<file path="config.mk">
export PLATFORM = sky130hd
export DESIGN_NAME = circle_octant_point_generator
export DESIGN_NICKNAME = d
export VERILOG_FILES = /design/src/rtl/copg_pkg.sv /design/src/rtl/copg_fifo.sv /design/src/rtl/copg_front.sv /design/src/rtl/copg_back.sv /design/src/rtl/circle_octant_point_generator.sv
export SDC_FILE = /design/constraint.sdc
export NUM_CORES = 1
export LEC_CHECK = 0
export BUFFER_PORTS_ARGS = -buffer_cell sky130_fd_sc_hd__buf_2
export CORE_MARGIN = 2
export CORE_UTILIZATION = 60
export DETAILED_ROUTE_END_ITERATION = 8
export PLACE_DENSITY = 0.82
export SLEW_MARGIN = 30
export SYNTH_ARGS = -nofsm -noshare
export SYNTH_HDL_FRONTEND = slang
export SYNTH_SLANG_ARGS = --single-unit
</file>
<file path="constraint.sdc">
create_clock -name clk -period 5.2 [get_ports clk]
set_input_delay 0.26 -clock clk [delete_from_list [all_inputs] [get_ports clk]]
set_output_delay 0.26 -clock clk [all_outputs]
set_load 0.02 [all_outputs]
</file>
<file path="src/rtl/copg_pkg.sv">
// ----------------------------------------------------------------------------
// Circle octant point generator package
// Shared codes and the control word that rides with each queued step.
// ----------------------------------------------------------------------------
package copg_pkg;

  typedef enum logic {
    MODE_LOAD = 1'b0,
    MODE_STEP = 1'b1
  } mode_t;

  typedef struct packed {
    logic finished;
  } job_ctl_t;

  localparam int PIDX_W = 3;
  localparam logic [PIDX_W-1:0] LAST_POINT = 3'd7;

endpackage

</file>
<file path="src/rtl/copg_fifo.sv">
// ----------------------------------------------------------------------------
// Step queue
// Small register FIFO that decouples the walker from the point expander.
// ----------------------------------------------------------------------------
module copg_fifo #(
  parameter int W     = 8,
  parameter int DEPTH = 2
) (
  input  logic         clk,
  input  logic         rst,
  input  logic         push,
  input  logic [W-1:0] wdata,
  input  logic         pop,
  output logic [W-1:0] rdata,
  output logic         full,
  output logic         empty
);

  localparam int AW = (DEPTH > 1) ? $clog2(DEPTH) : 1;
  localparam int CNTW = $clog2(DEPTH + 1);

  logic [W-1:0]    mem [DEPTH];
  logic [AW-1:0]   wr_ptr;
  logic [AW-1:0]   rd_ptr;
  logic [CNTW-1:0] count;

  assign full  = (count == CNTW'(DEPTH));
  assign empty = (count == '0);
  assign rdata = mem[rd_ptr];

  always_ff @(posedge clk) begin
    if (push) begin
      mem[wr_ptr] <= wdata;
    end
  end

  always_ff @(posedge clk) begin
    if (rst) begin
      wr_ptr <= '0;
      rd_ptr <= '0;
      count  <= '0;
    end else begin
      if (push) begin
        wr_ptr <= (wr_ptr == AW'(DEPTH - 1)) ? '0 : wr_ptr + AW'(1);
      end
      if (pop) begin
        rd_ptr <= (rd_ptr == AW'(DEPTH - 1)) ? '0 : rd_ptr + AW'(1);
      end
      case ({push, pop})
        2'b10:   count <= count + CNTW'(1);
        2'b01:   count <= count - CNTW'(1);
        default: count <= count;
      endcase
    end
  end

endmodule

</file>
<file path="src/rtl/copg_front.sv">
// ----------------------------------------------------------------------------
// Circle walker
// Accepts load and step beats, keeps the octant walk state and queues steps.
// ----------------------------------------------------------------------------
module copg_front #(
  parameter int COORD_MAX  = 2047,
  parameter int RADIUS_MAX = 1023,
  parameter int CW         = 11,
  parameter int RW         = 10,
  parameter int DW         = 14
) (
  input  logic               clk,
  input  logic               rst,
  input  logic               in_valid,
  output logic               in_stall,
  input  logic               mode,
  input  logic [CW-1:0]      center_x,
  input  logic [CW-1:0]      center_y,
  input  logic [RW-1:0]      radius,
  input  logic               q_full,
  output logic               q_push,
  output copg_pkg::job_ctl_t q_ctl,
  output logic [CW-1:0]      q_cx,
  output logic [CW-1:0]      q_cy,
  output logic [RW-1:0]      q_x,
  output logic [RW-1:0]      q_y
);

  logic [CW-1:0] center_col, center_col_next;
  logic [CW-1:0] center_row, center_row_next;
  logic [RW-1:0] col_offset, col_offset_next;
  logic [RW-1:0] row_offset, row_offset_next;
  logic [DW-1:0] decision, decision_next;
  logic          busy, busy_next;

  logic                 accept;
  logic [CW-1:0]        cx_sat;
  logic [CW-1:0]        cy_sat;
  logic [RW-1:0]        r_sat;
  logic                 dec_nonneg;
  logic signed [RW+1:0] nx_s;
  logic signed [RW+1:0] ny_s;
  logic signed [RW+1:0] diff_s;
  logic [DW-1:0]        nd;

  assign in_stall  = q_full;
  assign accept    = in_valid && !q_full;
  assign q_push    = accept && (mode == copg_pkg::MODE_STEP);
  assign q_ctl.finished = !busy;
  assign q_cx      = center_col;
  assign q_cy      = center_row;
  assign q_x       = col_offset;
  assign q_y       = row_offset;

  assign cx_sat = (32'(center_x) > COORD_MAX) ? CW'(COORD_MAX) : center_x;
  assign cy_sat = (32'(center_y) > COORD_MAX) ? CW'(COORD_MAX) : center_y;
  assign r_sat  = (32'(radius) > RADIUS_MAX) ? RW'(RADIUS_MAX) : radius;

  assign dec_nonneg = !decision[DW-1];
  assign nx_s   = $signed({2'b00, col_offset}) + (RW+2)'(1);
  assign ny_s   = $signed({2'b00, row_offset}) - $signed({{(RW+1){1'b0}}, dec_nonneg});
  assign diff_s = nx_s - $signed({2'b00, row_offset});
  assign nd = dec_nonneg ? (decision + (DW'(diff_s) << 2) + DW'(10))
                         : (decision + (DW'(nx_s) << 2) + DW'(6));

  always_comb begin
    center_col_next = center_col;
    center_row_next = center_row;
    col_offset_next = col_offset;
    row_offset_next = row_offset;
    decision_next   = decision;
    busy_next       = busy;
    if (accept) begin
      if (mode == copg_pkg::MODE_LOAD) begin
        center_col_next = cx_sat;
        center_row_next = cy_sat;
        col_offset_next = '0;
        row_offset_next = r_sat;
        decision_next   = DW'(3) - (DW'(r_sat) << 1);
        busy_next       = 1'b1;
      end else if (busy) begin
        if (ny_s < nx_s) begin
          busy_next = 1'b0;
        end else begin
          col_offset_next = nx_s[RW-1:0];
          row_offset_next = ny_s[RW-1:0];
          decision_next   = nd;
        end
      end
    end
  end

  always_ff @(posedge clk) begin
    if (rst) begin
      center_col <= '0;
      center_row <= '0;
      col_offset <= '0;
      row_offset <= '0;
      decision   <= '0;
      busy       <= 1'b0;
    end else begin
      center_col <= center_col_next;
      center_row <= center_row_next;
      col_offset <= col_offset_next;
      row_offset <= row_offset_next;
      decision   <= decision_next;
      busy       <= busy_next;
    end
  end

endmodule

</file>
<file path="src/rtl/copg_back.sv">
// ----------------------------------------------------------------------------
// Point expander
// Turns the queued step at the head into its eight symmetric point beats, or one done beat.
// ----------------------------------------------------------------------------
module copg_back #(
  parameter int CW = 11,
  parameter int RW = 10,
  parameter int PW = 13
) (
  input  logic                 clk,
  input  logic                 rst,
  input  logic                 q_empty,
  input  copg_pkg::job_ctl_t   q_ctl,
  input  logic [CW-1:0]        q_cx,
  input  logic [CW-1:0]        q_cy,
  input  logic [RW-1:0]        q_x,
  input  logic [RW-1:0]        q_y,
  output logic                 q_pop,
  output logic                 out_valid,
  input  logic                 out_stall,
  output logic signed [PW-1:0] point_x,
  output logic signed [PW-1:0] point_y,
  output logic                 point_valid,
  output logic                 circle_done,
  output logic                 last_of_step
);

  logic [copg_pkg::PIDX_W-1:0] idx;
  logic                        advance;
  logic                        last_beat;
  logic [RW-1:0]               off_a;
  logic [RW-1:0]               off_b;
  logic [PW-1:0]               base_x;
  logic [PW-1:0]               base_y;
  logic [PW-1:0]               px;
  logic [PW-1:0]               py;

  assign advance   = !q_empty && (!out_valid || !out_stall);
  assign last_beat = q_ctl.finished || (idx == copg_pkg::LAST_POINT);
  assign q_pop     = advance && last_beat;

  assign off_a  = idx[2] ? q_y : q_x;
  assign off_b  = idx[2] ? q_x : q_y;
  assign base_x = PW'(q_cx);
  assign base_y = PW'(q_cy);
  assign px = idx[0] ? (base_x - PW'(off_a)) : (base_x + PW'(off_a));
  assign py = idx[1] ? (base_y - PW'(off_b)) : (base_y + PW'(off_b));

  always_ff @(posedge clk) begin
    if (rst) begin
      idx       <= '0;
      out_valid <= 1'b0;
    end else begin
      if (advance) begin
        idx <= last_beat ? '0 : idx + copg_pkg::PIDX_W'(1);
      end
      if (advance) begin
        out_valid <= 1'b1;
      end else if (!out_stall) begin
        out_valid <= 1'b0;
      end
    end
  end

  always_ff @(posedge clk) begin
    if (advance) begin
      if (q_ctl.finished) begin
        point_x      <= '0;
        point_y      <= '0;
        point_valid  <= 1'b0;
        circle_done  <= 1'b1;
        last_of_step <= 1'b1;
      end else begin
        point_x      <= px;
        point_y      <= py;
        point_valid  <= 1'b1;
        circle_done  <= 1'b0;
        last_of_step <= (idx == copg_pkg::LAST_POINT);
      end
    end
  end

endmodule

</file>
<file path="src/rtl/circle_octant_point_generator.sv">
// ----------------------------------------------------------------------------
// Circle octant point generator
// Midpoint circle rasterizer with a walker, a step queue and a point expander.
// ----------------------------------------------------------------------------
// A load beat (mode 0) yields nothing; a step beat yields eight point beats,
// or one done beat once the walk has ended. The result port delivers one beat
// per cycle while out_stall is low, so a step holds the port for eight beats;
// a two-entry step queue lets the input side run ahead of the result side, and
// a done step occupies the result port for a single beat.
module circle_octant_point_generator #(
  parameter int COORD_MAX  = 2047,
  parameter int RADIUS_MAX = 1023,
  localparam int PW        = (($clog2(COORD_MAX + 1) > $clog2(RADIUS_MAX + 1)) ?
                              $clog2(COORD_MAX + 1) : $clog2(RADIUS_MAX + 1)) + 2
) (
  input  logic                 clk,
  input  logic                 rst,
  input  logic                 in_valid,
  output logic                 in_stall,
  input  logic                 mode,
  input  logic [$clog2(COORD_MAX+1)-1:0]  center_x,
  input  logic [$clog2(COORD_MAX+1)-1:0]  center_y,
  input  logic [$clog2(RADIUS_MAX+1)-1:0] radius,
  output logic                 out_valid,
  input  logic                 out_stall,
  output logic signed [PW-1:0] point_x,
  output logic signed [PW-1:0] point_y,
  output logic                 point_valid,
  output logic                 circle_done,
  output logic                 last_of_step
);

  localparam int CW = $clog2(COORD_MAX + 1);
  localparam int RW = $clog2(RADIUS_MAX + 1);
  localparam int DW = RW + 4;
  localparam int QW = $bits(copg_pkg::job_ctl_t) + 2 * CW + 2 * RW;

  copg_pkg::job_ctl_t push_ctl;
  copg_pkg::job_ctl_t head_ctl;
  logic [CW-1:0]      push_cx, push_cy, head_cx, head_cy;
  logic [RW-1:0]      push_x, push_y, head_x, head_y;
  logic               q_push, q_pop, q_full, q_empty;
  logic [QW-1:0]      q_wdata, q_rdata;

  copg_front #(
    .COORD_MAX (COORD_MAX),
    .RADIUS_MAX(RADIUS_MAX),
    .CW        (CW),
    .RW        (RW),
    .DW        (DW)
  ) u_front (
    .clk     (clk),
    .rst     (rst),
    .in_valid(in_valid),
    .in_stall(in_stall),
    .mode    (mode),
    .center_x(center_x),
    .center_y(center_y),
    .radius  (radius),
    .q_full  (q_full),
    .q_push  (q_push),
    .q_ctl   (push_ctl),
    .q_cx    (push_cx),
    .q_cy    (push_cy),
    .q_x     (push_x),
    .q_y     (push_y)
  );

  assign q_wdata = {push_ctl, push_cx, push_cy, push_x, push_y};

  copg_fifo #(
    .W    (QW),
    .DEPTH(2)
  ) u_queue (
    .clk  (clk),
    .rst  (rst),
    .push (q_push),
    .wdata(q_wdata),
    .pop  (q_pop),
    .rdata(q_rdata),
    .full (q_full),
    .empty(q_empty)
  );

  assign {head_ctl, head_cx, head_cy, head_x, head_y} = q_rdata;

  copg_back #(
    .CW(CW),
    .RW(RW),
    .PW(PW)
  ) u_back (
    .clk         (clk),
    .rst         (rst),
    .q_empty     (q_empty),
    .q_ctl       (head_ctl),
    .q_cx        (head_cx),
    .q_cy        (head_cy),
    .q_x         (head_x),
    .q_y         (head_y),
    .q_pop       (q_pop),
    .out_valid   (out_valid),
    .out_stall   (out_stall),
    .point_x     (point_x),
    .point_y     (point_y),
    .point_valid (point_valid),
    .circle_done (circle_done),
    .last_of_step(last_of_step)
  );

endmodule

</file>
# ---- After elaboration in Yosys (flattened, before gate mapping)
# Memories as Yosys holds them, arrays and structs flattened. A register that Yosys moved wholly into a read port is not among the register bits.
# Cells that the tools add are included.
dict set report totals {
  ff_bits 94
  ram_bits 86
  in_bits 37
  out_inout_bits 31
  elab_cells 88
  memories 1
}
dict set report op_classes {
  addsub 17
  n_lt_le_gt_ge 1
  eq_ne 7
  muxes 29
  n_bitwise 1
  reduce_logical 16
}
# name depth word_bits rd rd_clocked_by_memory_dff wr line_no
set memory_table {}
lappend memory_table {u_queue.mem 2 43 1 1 1 copg_fifo.sv:22} ;# logic [W-1:0] mem [DEPTH];
# op n
set op_table {}
lappend op_table {{10-bit two-way mux} 8}
lappend op_table {{14-bit two-way mux} 4}
lappend op_table {{14-bit adder} 2}
lappend op_table {{13-bit two-way mux} 2}
lappend op_table {{11-bit by 10-bit adder with 12-bit output} 2}
lappend op_table {{11-bit by 10-bit subtractor with 12-bit output} 2}
lappend op_table {{14-bit by 3-bit adder with 14-bit output (second input constant)} 1}
lappend op_table {{14-bit by 4-bit adder with 14-bit output (second input constant)} 1}
lappend op_table {{1-bit two-way mux} 13}
lappend op_table {{12-bit less-than comparator} 1}
lappend op_table {{12-bit by 11-bit subtractor with 12-bit output} 1}
lappend op_table {{2-bit by 11-bit subtractor with 12-bit output (first input constant)} 1}
lappend op_table {{10-bit by 1-bit adder with 11-bit output (second input constant)} 1}
lappend op_table {{10-bit by 1-bit subtractor with 11-bit output} 1}
lappend op_table {{1-bit zero test} 6}
lappend op_table {{2-bit == test (second input constant)} 2}
lappend op_table {{1-bit logical AND} 4}
lappend op_table {{2-bit by 1-bit inequality test with 1-bit output (second input constant)} 2}
lappend op_table {{2-bit case mux with 2 select lines} 1}
lappend op_table {{3-bit by 1-bit adder with 3-bit output (second input constant)} 1}
lappend op_table {{3-bit == test (second input constant)} 1}
lappend op_table {{3-bit two-way mux} 1}
lappend op_table {{3-bit AND reduction} 1}
lappend op_table {{1-bit adder (second input constant)} 2}
lappend op_table {{9 further kinds} 10}

# ---- Depth between registers and ports, before layout
dict set report logic_depth {
  ltp_word 8
  ltp_mapped 20
  depth_no_buf 19
}

# ---- By module
# Synthesis repeated with hierarchy kept, for this count alone.
dict set report hier_totals {
  hier_cells 1134
  area_unflattened_um2 11448.5
}
# mod n_inst cells_each area_each_um2 seq_area_each_um2
set by_module_without_submodules {}
lappend by_module_without_submodules {copg_front 1 606 4818.4 1121.1}
lappend by_module_without_submodules {copg_back 1 372 3333.2 950.9}
lappend by_module_without_submodules {copg_fifo 1 156 3296.9 2682.6}

# ---- Least setup slack after synthesis
# Ideal clock, no wire load.
dict set report synth_timing {
  kind {register to register}
  startpoint {reg u_front.col_offset[0], in the netlist u_front.q_x[0]}
  endpoint {reg u_front.decision[13]}
  setup_time_ps 115
  arrival_time_ps 3964
  t_required_ps 5085
  path_slack_ps 1121
  path_stages_with_launch 21
  n_path_buf 1
  synth_period_minus_slack_ps 4079
  cell_sequence {dfxtp_1 ha_1 and2_0 and2_4 buf_6 xor2_1 ha_1 or4_1 o22a_1 a21o_1 a21oi_1 xnor2_1 ha_1 ha_1 inv_1 o21bai_1 a21oi_1 o31ai_1 xnor2_1 xor2_1 o21ba_2}
}
dict set report synth_between {
  elab_chain_len 8
  word_cells_on_any_way 13
  cone_classes {6 x add/sub; 1 x order compare; 1 x eq/ne; 4 x mux; 1 x reduce/logical}
}
# item line_no
set synth_lines {}
lappend synth_lines {{start, declared} copg_front.sv:31} ;# logic [RW-1:0] col_offset, col_offset_next;
lappend synth_lines {{start signal, assigned} copg_front.sv:104} ;# col_offset <= col_offset_next;
lappend synth_lines {{10-bit by 1-bit adder with 11-bit output (*)} copg_front.sv:60} ;# assign nx_s = $signed({2'b00, col_offset}) + (RW+2)'(1);
lappend synth_lines {{12-bit by 11-bit subtractor with 12-bit output} copg_front.sv:62} ;# assign diff_s = nx_s - $signed({2'b00, row_offset});
lappend synth_lines {{14-bit adder} copg_front.sv:63} ;# assign nd = dec_nonneg ? (decision + (DW'(diff_s) << 2) + DW'(10))
lappend synth_lines {{14-bit by 4-bit adder with 14-bit output} copg_front.sv:63}
lappend synth_lines {{14-bit two-way mux} copg_front.sv:63}
lappend synth_lines {{14-bit two-way mux} copg_front.sv:82} ;# if (ny_s < nx_s) begin
lappend synth_lines {{14-bit two-way mux} copg_front.sv:81} ;# end else if (busy) begin
lappend synth_lines {{14-bit two-way mux} copg_front.sv:74} ;# if (mode == copg_pkg::MODE_LOAD) begin
lappend synth_lines {{end signal, assigned} copg_front.sv:106} ;# decision <= decision_next;
lappend synth_lines {{end, declared} copg_front.sv:33} ;# logic [DW-1:0] decision, decision_next;
# Mark *: on every way between the ends. The rest lies on a longest branch, timed or not. The select of a mux whose other input is x is not followed.
# A chain may end at the register's enable or synchronous reset.

# ---- Worst setup path after layout
dict set report layout_timing {
  startpoint {reg u_front.col_offset[0], in the netlist u_front.q_x[0]}
  endpoint {reg u_front.decision[11]}
}
# The elaborated chain is that of the path after synthesis.

==> flow_metrics.tcl <==
set metrics [dict create \
    coreArea_mm2 0.0181 \
    drtPass1Iterations 6 \
    clk_latency_ps 450 \
    ir_drop_mv 0.261 \
    netlist_instances 1127 \
    dp_hpwl_um 17800 \
    overflow 0 \
    num_vias 8458 \
    synth_edf_count 115 \
    fin_cells 1429 \
    ctsHoldBuffers 0 \
    power_leakage_uw 0.00496 \
    cts-htree-levels 4 \
    worst_clock_skew_ps 13.8 \
    io_buffers 67 \
    finalCritPeriodShare_pct 87.3 \
    place_congestion 0.870 \
    ys_warn_count 0 \
    synth_largest_area_cell "edfxtp_1" \
    cp-end-kind "register" \
    rows 49 \
    die-area_mm2 0.0197 \
    drc 0 \
    clock.fmax_mhz 220 \
    finalSetupTns_ps 0 \
    drt_iter0_markers 616 \
    max_slew_margin_pct 42.0 \
    tritoncts "built" \
    async_flop_share_pct 0 \
    finalSetupViolCount 0 \
    ys_seq_elements 180 \
    cp.required_ps 5500 \
    netlist-cell-type-count 72 \
    ff_latch_area_mm2 0.00476 \
    synth_fp_nets 1281 \
    drive_gt1_share_pct 14.4 \
    setup.worst_path.start_class "register" \
    grt.total_usage_pct 25.6 \
    maxCapViolCount 0 \
    yosysMostFrequentCell "edfxtp_1" \
    cp_data_arrival_time_ps 4840 \
    synth-seq-area-share_pct 42.7 \
    slew_violations 0 \
    syn_to_final_growth_pct 10.2 \
    start_util_pct 61.6 \
    path_max_fanout 9 \
    grt_max_degree 62 \
    multi_input_area_mm2 0.00589 \
    clkSinkCount 180 \
    syn_area_mm2 0.0111 \
    fp.dieH_um 140 \
    placedCellCount 1397 \
    synth.area.top_cells "edfxtp_1 31%, ha_1 12%, dfxtp_1 12%, a21oi_1 3.9%, nand2_1 3.6%" \
    netlist.area_leader.share_pct 31.0 \
    grt_antenna_before_repair 0 \
    postRouteAntennaNets 0 \
    nNetsFinal 1341 \
    cts_resized 0 \
    antenna_cells 0 \
    path_class "register to register" \
    wire_per_inst_um 17.0 \
    grt_pass1_wl_um 40200 \
    fin_crit_ps 4540 \
    syn_area_per_cell_um2 9.88 \
    die_w_um 140 \
    min_path_type "input port to register" \
    wl_um 24300 \
    p_per_area_mw_per_mm2 528 \
    grt_pass1_vias 8360 \
    post_cts_buffers 0 \
    synthTopCellsByCount "115 x edfxtp_1, 110 x ha_1, 107 x nand2_1, 89 x nor2_1, 87 x a21oi_1" \
    status "finished, final reports clean" \
    synth-main-ff-cell "edfxtp_1" \
    cts_root_buf "clkbuf_16" \
    cts_buffers 17 \
    worst_slew_pin_slew_ps 869 \
    rsz0062_at_grt "false" \
    viasPerCell 5.92 \
    hold_viol 0 \
    top_level_ports 68 \
    clk_pin_slew_ps 70 \
    n_fill_cell 1337 \
    cts.path.max_buffers 2 \
]
## power by group
part	total, uW	switching, uW	leakage, uW	internal (uW)
clock network	1270	586	0.000280	687
registers	2000	150	0.00163	1850
logic	3200	1880	0.00306	1320
total	6470	2620	0.00496	3860
## worst paths after layout
kind                                 startpoint                    to  slack [ps]  cells after the start
worst max-delay path             u_front.q_x[0]  u_front.decision[11]         660                     16
worst min-delay path                center_x[4]       u_front.q_cx[4]          50                      3
worst max register to register   u_front.q_x[0]  u_front.decision[11]         660                     16
worst min register to register  u_front.q_cy[3]    u_queue.mem[0][23]         450                      0
## per-layer routing
metal	track usage, %	routed length (um)	vias up
met5	0	0	-
met4	9.36	614	0
met3	4.65	1370	45
met2	45.0	12100	264
met1	31.6	10300	3977
li1	-	-	4172
## cells in the final DEF (no fill, tap or decap), types with 4 or more instances in the layout
cell type	n
edfxtp_1	115
ha_1	110
nand2_1	107
nor2_1	87
a21oi_1	87
inv_1	79
buf_2	67
dfxtp_1	64
o21ai_0	54
xnor2_1	44
nor3_1	32
mux2_2	30
mux2i_1	23
xor2_1	17
a211oi_1	17
clkbuf_16	17
buf_4	15
nand3_1	14
nor2b_1	14
o21a_1	14
or2_2	13
a21o_1	11
nand2b_1	10
a22oi_1	8
o31ai_1	8
o211ai_1	8
o21bai_1	8
nor4_1	7
and2_1	7
fa_1	7
and3_1	6
nand3b_1	6
or3_1	5
or4_1	5
o22ai_1	5
inv_6	5
o31a_1	4
## per-stage QoR
step | worst slack [ps] | power (uW) | hold WS (ps) | util, % | cell area, um2
2_1_floorplan | 1120 | 4470 | 396 | - | 11100
3_3_place_gp | 816 | 5110 | 431 | 64.6 | 11700
3_5_place_dp | 649 | 5190 | 438 | 64.6 | 11700
4_1_cts | 607 | 6470 | 44.6 | 67.8 | 12300
5_1_grt | 251 | 6940 | 58.1 | 67.8 | 12300
6_report | 660 | 6470 | 50.5 | 67.8 | 12300
## state kept, by name, summed over array words and instances (netlist names), named ones only
signal	flops
u_front.q_y	10
u_back.circle_done	1
u_back.last_of_step	1
u_queue.rd_ptr	1
u_front.q_cy	11
u_front.q_cx	11
u_front.q_x	10
u_back.out_valid	1
u_back.point_x	13
u_queue.wr_ptr	1
u_queue.mem	86
u_back.point_valid	1
u_front.busy	1
u_back.point_y	13
u_back.idx	3
u_front.decision	13
u_queue.count	2
## final cells by class
type,instances,area share [%]
clock buffer,18,3.58
clock inverter,14,1.14
inverter,82,2.51
multi-input combinational,824,48.0
sequential,180,38.8
tap,229,2.34
timing repair buffer,82,3.65
## critical path, cell delays in order, from the launching register on
cell,delay [ps]
dfxtp_1,520
ha_1,320
xor2_1,280
ha_1,330
nor2b_1,140
o21ai_0,210
a21boi_0,160
o21ai_0,240
nor2b_1,190
xnor2_1,140
ha_1,250
ha_1,230
o41ai_1,650
o21ai_0,210
xnor2_1,170
a221oi_1,240
a211oi_1,100
## kinds of logic after synthesis
kind of cell	count (synthesis)	synth area share, %
AOI/OAI and AO/OA	262	14.8
xor gates and xnor gates	61	4.80
adders and majority gates	117	13.6
buffers and inverters	123	4.52
DFF	180	42.7
muxes	55	5.51
and+or+nand+nor	329	14.0
Note: power is estimated with default switching activity, not from simulation.
